[src/rtl/btb_pkg.sv]
`timescale 1ns / 1ps

package btb_pkg;

  localparam int ADDR_W = 64;
  localparam int SIZE_W = 4;
  localparam int CTR_W  = 2;
  localparam int PEN_W  = 8;

  localparam logic [CTR_W-1:0] CTR_WEAK_NOT_TAKEN = 2'd2;
  localparam logic [CTR_W-1:0] CTR_MAX            = 2'd3;
  localparam logic [CTR_W-1:0] CTR_MIN            = 2'd0;
  localparam logic [PEN_W-1:0] PENALTY_RESET      = 8'd14;

  localparam int CFG_IDX_W  = 1;
  localparam int CFG_DATA_W = PEN_W;

  typedef enum logic [CFG_IDX_W-1:0] {
    REG_MISS_PENALTY       = 1'd0,
    REG_MISPREDICT_PENALTY = 1'd1
  } cfg_reg_t;

  typedef enum logic [1:0] {
    ST_CLEAR  = 2'd0,
    ST_IDLE   = 2'd1,
    ST_LOOKUP = 2'd2
  } btb_state_t;

  typedef struct packed {
    logic              is_branch;
    logic              is_conditional;
    logic [ADDR_W-1:0] instr_addr;
    logic [SIZE_W-1:0] instr_size;
    logic [ADDR_W-1:0] following_addr;
  } btb_req_t;

  typedef struct packed {
    logic             buffer_hit;
    logic             predicted_valid;
    logic             predicted_taken;
    logic             actual_taken;
    logic             mispredicted;
    logic [PEN_W-1:0] stall_cycles;
  } btb_rsp_t;

  // controller -> datapath
  typedef struct packed {
    logic clr_step;
    logic capture;
    logic commit;
  } btb_cmd_t;

  // datapath -> controller
  typedef struct packed {
    logic clr_last;
    logic out_free;
  } btb_sts_t;

endpackage

[src/rtl/btb_ctrl.sv]
`timescale 1ns / 1ps

module btb_ctrl (
  input  logic              clk,
  input  logic              rst_n,
  input  logic              in_valid,
  output logic              in_stall,
  input  btb_pkg::btb_sts_t sts,
  output btb_pkg::btb_cmd_t cmd
);

  btb_pkg::btb_state_t state_r;
  btb_pkg::btb_state_t state_nxt;

  always_ff @(posedge clk) begin
    if (!rst_n) begin
      state_r <= btb_pkg::ST_CLEAR;
    end else begin
      state_r <= state_nxt;
    end
  end

  always_comb begin
    state_nxt = state_r;
    unique case (state_r)
      btb_pkg::ST_CLEAR: begin
        if (sts.clr_last) state_nxt = btb_pkg::ST_IDLE;
      end
      btb_pkg::ST_IDLE: begin
        if (in_valid) state_nxt = btb_pkg::ST_LOOKUP;
      end
      btb_pkg::ST_LOOKUP: begin
        if (sts.out_free) state_nxt = btb_pkg::ST_IDLE;
      end
      default: state_nxt = btb_pkg::ST_CLEAR;
    endcase
  end

  always_comb begin
    in_stall     = 1'b1;
    cmd.clr_step = 1'b0;
    cmd.capture  = 1'b0;
    cmd.commit   = 1'b0;
    unique case (state_r)
      btb_pkg::ST_CLEAR: begin
        cmd.clr_step = 1'b1;
      end
      btb_pkg::ST_IDLE: begin
        in_stall    = 1'b0;
        cmd.capture = in_valid;
      end
      btb_pkg::ST_LOOKUP: begin
        // hold the set row until the result register can take the result
        cmd.commit = sts.out_free;
      end
      default: begin
        in_stall = 1'b1;
      end
    endcase
  end

endmodule

[config.mk]
export PLATFORM = sky130hd
export DESIGN_NAME = btb_ctrl
export DESIGN_NICKNAME = d
export VERILOG_FILES = /design/src/rtl/btb_pkg.sv /design/src/rtl/btb_ctrl.sv
export SDC_FILE = /design/constraint.sdc
export NUM_CORES = 1
export LEC_CHECK = 0
export BUFFER_PORTS_ARGS = -buffer_cell sky130_fd_sc_hd__buf_2
export CAP_MARGIN = 20
export CELL_PAD_IN_SITES_DETAIL_PLACEMENT = 1
export CELL_PAD_IN_SITES_GLOBAL_PLACEMENT = 2
export CORE_AREA = 5 5 42 44
export CTS_CLUSTER_SIZE = 20
export DETAILED_ROUTE_END_ITERATION = 6
export DIE_AREA = 0 0 47 49
export GPL_ROUTABILITY_DRIVEN = 0
export PLACE_DENSITY_LB_ADDON = 0.1
export SLEW_MARGIN = 5
export SYNTH_ARGS = -nofsm -noshare
export SYNTH_HDL_FRONTEND = slang
export SYNTH_SLANG_ARGS = --single-unit
[constraint.sdc]
create_clock -name clk -period 1.17 [get_ports clk]
set_input_delay 0 -clock clk [delete_from_list [all_inputs] [get_ports clk]]
set_output_delay 0 -clock clk [all_outputs]
set_load 0.005 [all_outputs]
# Word-level counts from Yosys, hierarchy flattened
# Cells that the tools add are included.
# classes
n_eq_ne	5
mux	8
reduce_logical	2
# ops
op	n
2-to-1 mux 2 bit	3
!= test 2 bit, second input constant	3
one-hot mux 2 bit (3 select lines)	1
2-to-1 mux 1 bit	4
AND reduction 3 bit	1
== test 2 x 1 -> 1 bit, second input constant	1
== test 2 bit, second input constant	1
zero test 2 bit	1
# word_totals
ff_bits	2
inputBits	5
output_inout_bits	4
wordCells	16

# Depth between registers and ports, before layout
# logic_depth
ltp_word	3
mapped_depth	2
ltp_nobuf	2

# Worst setup path after synthesis
# OpenSTA, ideal clock, no wires.
# synth_timing
path_type	flip-flop to flip-flop
from	reg state_r[0]
to	reg state_r[0]
setup_time_ns	0.117
arrival_ns	0.767
required_ns	1.053
slack_ns	0.286
stages_incl_launch_ff	3
path_buffers	0
period_less_slack_ns	0.884
cell_sequence	dfxtp_1 -> or2_1 -> a32o_1
# synth_between
elab_chain_len	3
elab_cells_between_ends	8
cone_classes	eq/ne (5); mux (1); reduce/logical (2)
# synth_lines
item	line_no	text
from (decl)	btb_ctrl.sv:12	btb_pkg::btb_state_t state_r;
from (signal assigned)	btb_ctrl.sv:17	state_r <= btb_pkg::ST_CLEAR;
from (signal assigned)	btb_ctrl.sv:19	state_r <= state_nxt;
== test 2 bit (tied with other cells)	btb_ctrl.sv:25	unique case (state_r)
!= test 2 bit (no line)	--	
AND reduction 3 bit (no line)	--	
# Parallel ways exist; a longest one is shown, timed or not.
# A chain may end at the register's enable or synchronous reset.

# Worst setup path after layout
# layout_timing
from	reg state_r[0]
to	out in_stall
# layout_between
elab_chain_len	2
# layout_lines
item	line_no	text
== test 2 x 1 -> 1 bit	btb_ctrl.sv:44	unique case (state_r)
2-to-1 mux 1 bit	btb_ctrl.sv:44	
to (decl)	btb_ctrl.sv:7	output logic in_stall,
# No other way between the ends.

==> summary.txt <==
Critical path
  • Worst Path Arrival: 1000 ps
  • Maximum net fanout on the critical path: 7
  • Setup crit start kind: flop
  • Type of destination of the critical path: primary output
  • Worst Setup Path Type: flop to primary output
  • Required time of the worst setup path: around 1200 ps
  • Reg2Reg Setup Slack: 230 ps

Die
  • Number of rows in the core area: 14
  • Area of the core: roughly 1400 sq um
  • Die X: between 40 and 50 um
  • Floorplan die height: slightly below 50 um
  • Area of the die: 2303 sq um
  • Top Ports: 9
  • Effective utilization at floorplan: 0.08036

STA
  • Pin slew with the least headroom to its limit: around 200 ps
  • Min cycle time layout: between 900 and 1000 ps
  • Max Clock Skew: 1.241 ps
  • Worst setup slack after layout: 171.8 ps
  • Ratio of final minimum period to clock period: 0.8532
  • Setup violators final: 0
  • Setup Total Neg Slack: 0 ps
  • Hold violation count in the final report: 0
  • Unrepaired setup endpoints after global routing: false
  • Final Max Tran Viols: 0
  • Max transition margin: 0.8693
  • FMAX: between 1000 and 1500 MHz

Yosys
  • Count of warnings emitted by yosys: 0
  • Async set or reset register ratio after synthesis: 0
  • Number of synthesized register bits: 2
  • Largest cells by area after synthesis: dfxtp_1 (36%), a32o_1 (8.9%), and3b_2 (8.9%), and3b_1 (7.8%), and2b_1 (6.7%)
  • Dominant register cell in the synthesized netlist: dfxtp_1
  • Xor and xnor area share after synthesis: 0
  • Most area-hungry cell type in the Yosys netlist: dfxtp_1
  • Unique masters post-synth: 11
  • Fraction of the mapped netlist area in simple logic gates: 0.4889
  • Compound-Gate Fraction of Synth Area: 0.1556
  • EDFF count, synth: 0
  • Post-synthesis cell area: 112.6 sq um
  • Cell count after synthesis: 12
  • Synth Area in Adders: 0
  • Proportion of synthesized chip area in sequential cells: 0.3556
  • Top-area cell type share of the netlist area: 0.3556
  • Synth Net Count: 17
  • Cell with the most instances after synthesis: dfxtp_1
  • Combinational family with the most area after synthesis: simple AND/OR/NAND/NOR gates
  • Synthesized area per cell: approximately 9.4 sq um
  • Mux share of post-synthesis cell area: 0

Global routing
  • Vias in the first global route: between 100 and 150
  • Global route total overflow: 0
  • Maximum number of pins on one net before global-route repair: 8
  • Initial antenna violation count: 0
  • First-pass GRT wire length: between 600 and 700 um
  • Total global routing track utilization: 0.04430

Layout
  • Final design area excluding fillers: ~200 sq um
  • Final-stage net count: 30
  • Area growth from synthesis to final layout: 73.33%
  • Fraction of final layout cells with drive strength greater than 1: 0.5217
  • Fill cell instance count of the final layout: about 170
  • Diode insertion count for antenna repair: 0
  • Number of flip-flops in the largest register: 2
  • Register with the most flip-flops: state_r
  • Top flop regs: state_r (2)

Power and ir drop
  • Max rail drop VDD: 0.0003409 V
  • Power density of the placed cells: approximately 1400 nW/um^2
  • Overall power consumption: between 200 and 300 uW
  • Static power due to leakage: roughly 0.000094 uW

CTS
  • Clock tree buffer depth: 2
  • Clock slew at reported path FFs: ~30 ps
  • CTS Buf Count: 3
  • CTS root buffer: clkbuf_4
  • TritonCTS sink count: 2
  • Setup Fix Bufs, Post-CTS: 0
  • CTS hold repair buffers: 0
  • Post_cts resized: 0
  • Clk_lat worst skew: 220 ps
  • Clock tree from TritonCTS: yes
  • CTS HTree Levels: 1

Routing
  • Vias: roughly 120
  • Routed WL per cell: 9.538 um
  • Ratio of routed vias to standard cells: between 3 and 4
  • Number of iterations in the first detailed-routing pass: 2
  • Number of violations reported at the end of detailed-routing iteration 0: 2
  • DRC Markers: 0
  • Total detailed-routing wirelength: ~370 um
  • Post-route ant nets: 0

Hold path
  • Tightest Hold Check Type: input port to flop

Place
  • Port buffer count: 8
  • Placed Instance Area: approximately 170 sq um
  • Placement Setup Slack: about 210 ps

Run status
  • Result of the run: complete, no violations

Job
  • Max-cap violation count: 0
-- kinds of logic (layout without fill, tap and decap cells) --
logic type,count (synthesis),in the layout
compound gates,2,2
buf+inv,0,11
simple gates,8,8
flops,2,2
-- per-layer routing --
layer  vias to the layer above  global-route usage  routed length [um]
met5                         -                   0                   0
met4                         0             0.05530                   0
met3                         0             0.04059                  50
met2                         6             0.04299                 161
met1                        51             0.04595                 160
li1                         66                   -                   -
-- where the power goes --
part | switching [uW] | internal [uW] | leakage (uW)
Sequential | 7.85 | 74.4 | 0.0000165
Clock | 37.2 | 113 | 0.0000138
Combinational | 15.7 | 26.3 | 0.0000639
Total | 60.8 | 214 | 0.0000942
-- stage by stage --
| step | util | instances | hold WS, ps |
|---|---|---|---|
| floorplan | - | 12 | 117.7 |
| global placement | 0.1232 | 36 | 249.2 |
| detailed placement | 0.1232 | 36 | 255.8 |
| CTS | 0.1393 | 39 | 18.12 |
| global route | 0.1393 | 39 | 22.01 |
| finish | 0.1393 | 39 | 19.07 |
-- critical path, stage by stage, from the launching register on --
cell and delay, ps:
dfxtp_1 410, or2b_1 250, buf_2 120
-- layout by cell type (no fill, tap or decap) --
cell type and count:
or2_1 1, nor3b_1 1, clkbuf_4 3, dfxtp_1 2, o21a_1 1, or2b_1 1
and3b_1 1, a32o_1 1, buf_2 8, and2b_1 1, and3b_2 1, nor2_1 1
nand2_1 1
-- worst paths after layout --
| kind | start | endpoint | cells after the start |
|---|---|---|---|
| setup / recovery | state_r[0]$_SDFFE_PN0P_ | in_stall | 2 |
| hold / removal | rst_n | state_r[1]$_SDFFE_PN0P_ | 2 |
| setup reg to reg | state_r[0]$_SDFFE_PN0P_ | state_r[0]$_SDFFE_PN0P_ | 2 |
| hold reg to reg | state_r[0]$_SDFFE_PN0P_ | state_r[0]$_SDFFE_PN0P_ | 2 |
-- final cells by class --
cell class              instances  area (sq um)  area share
flip-flops and latches          2         40.04      0.2051
multi-input cells              10         72.57      0.3718
clock buffers                   3         22.52      0.1154
repair buffers                  8         40.04      0.2051
well taps                      16         20.02      0.1026
No activity file was read; power rests on OpenSTA's default activity.
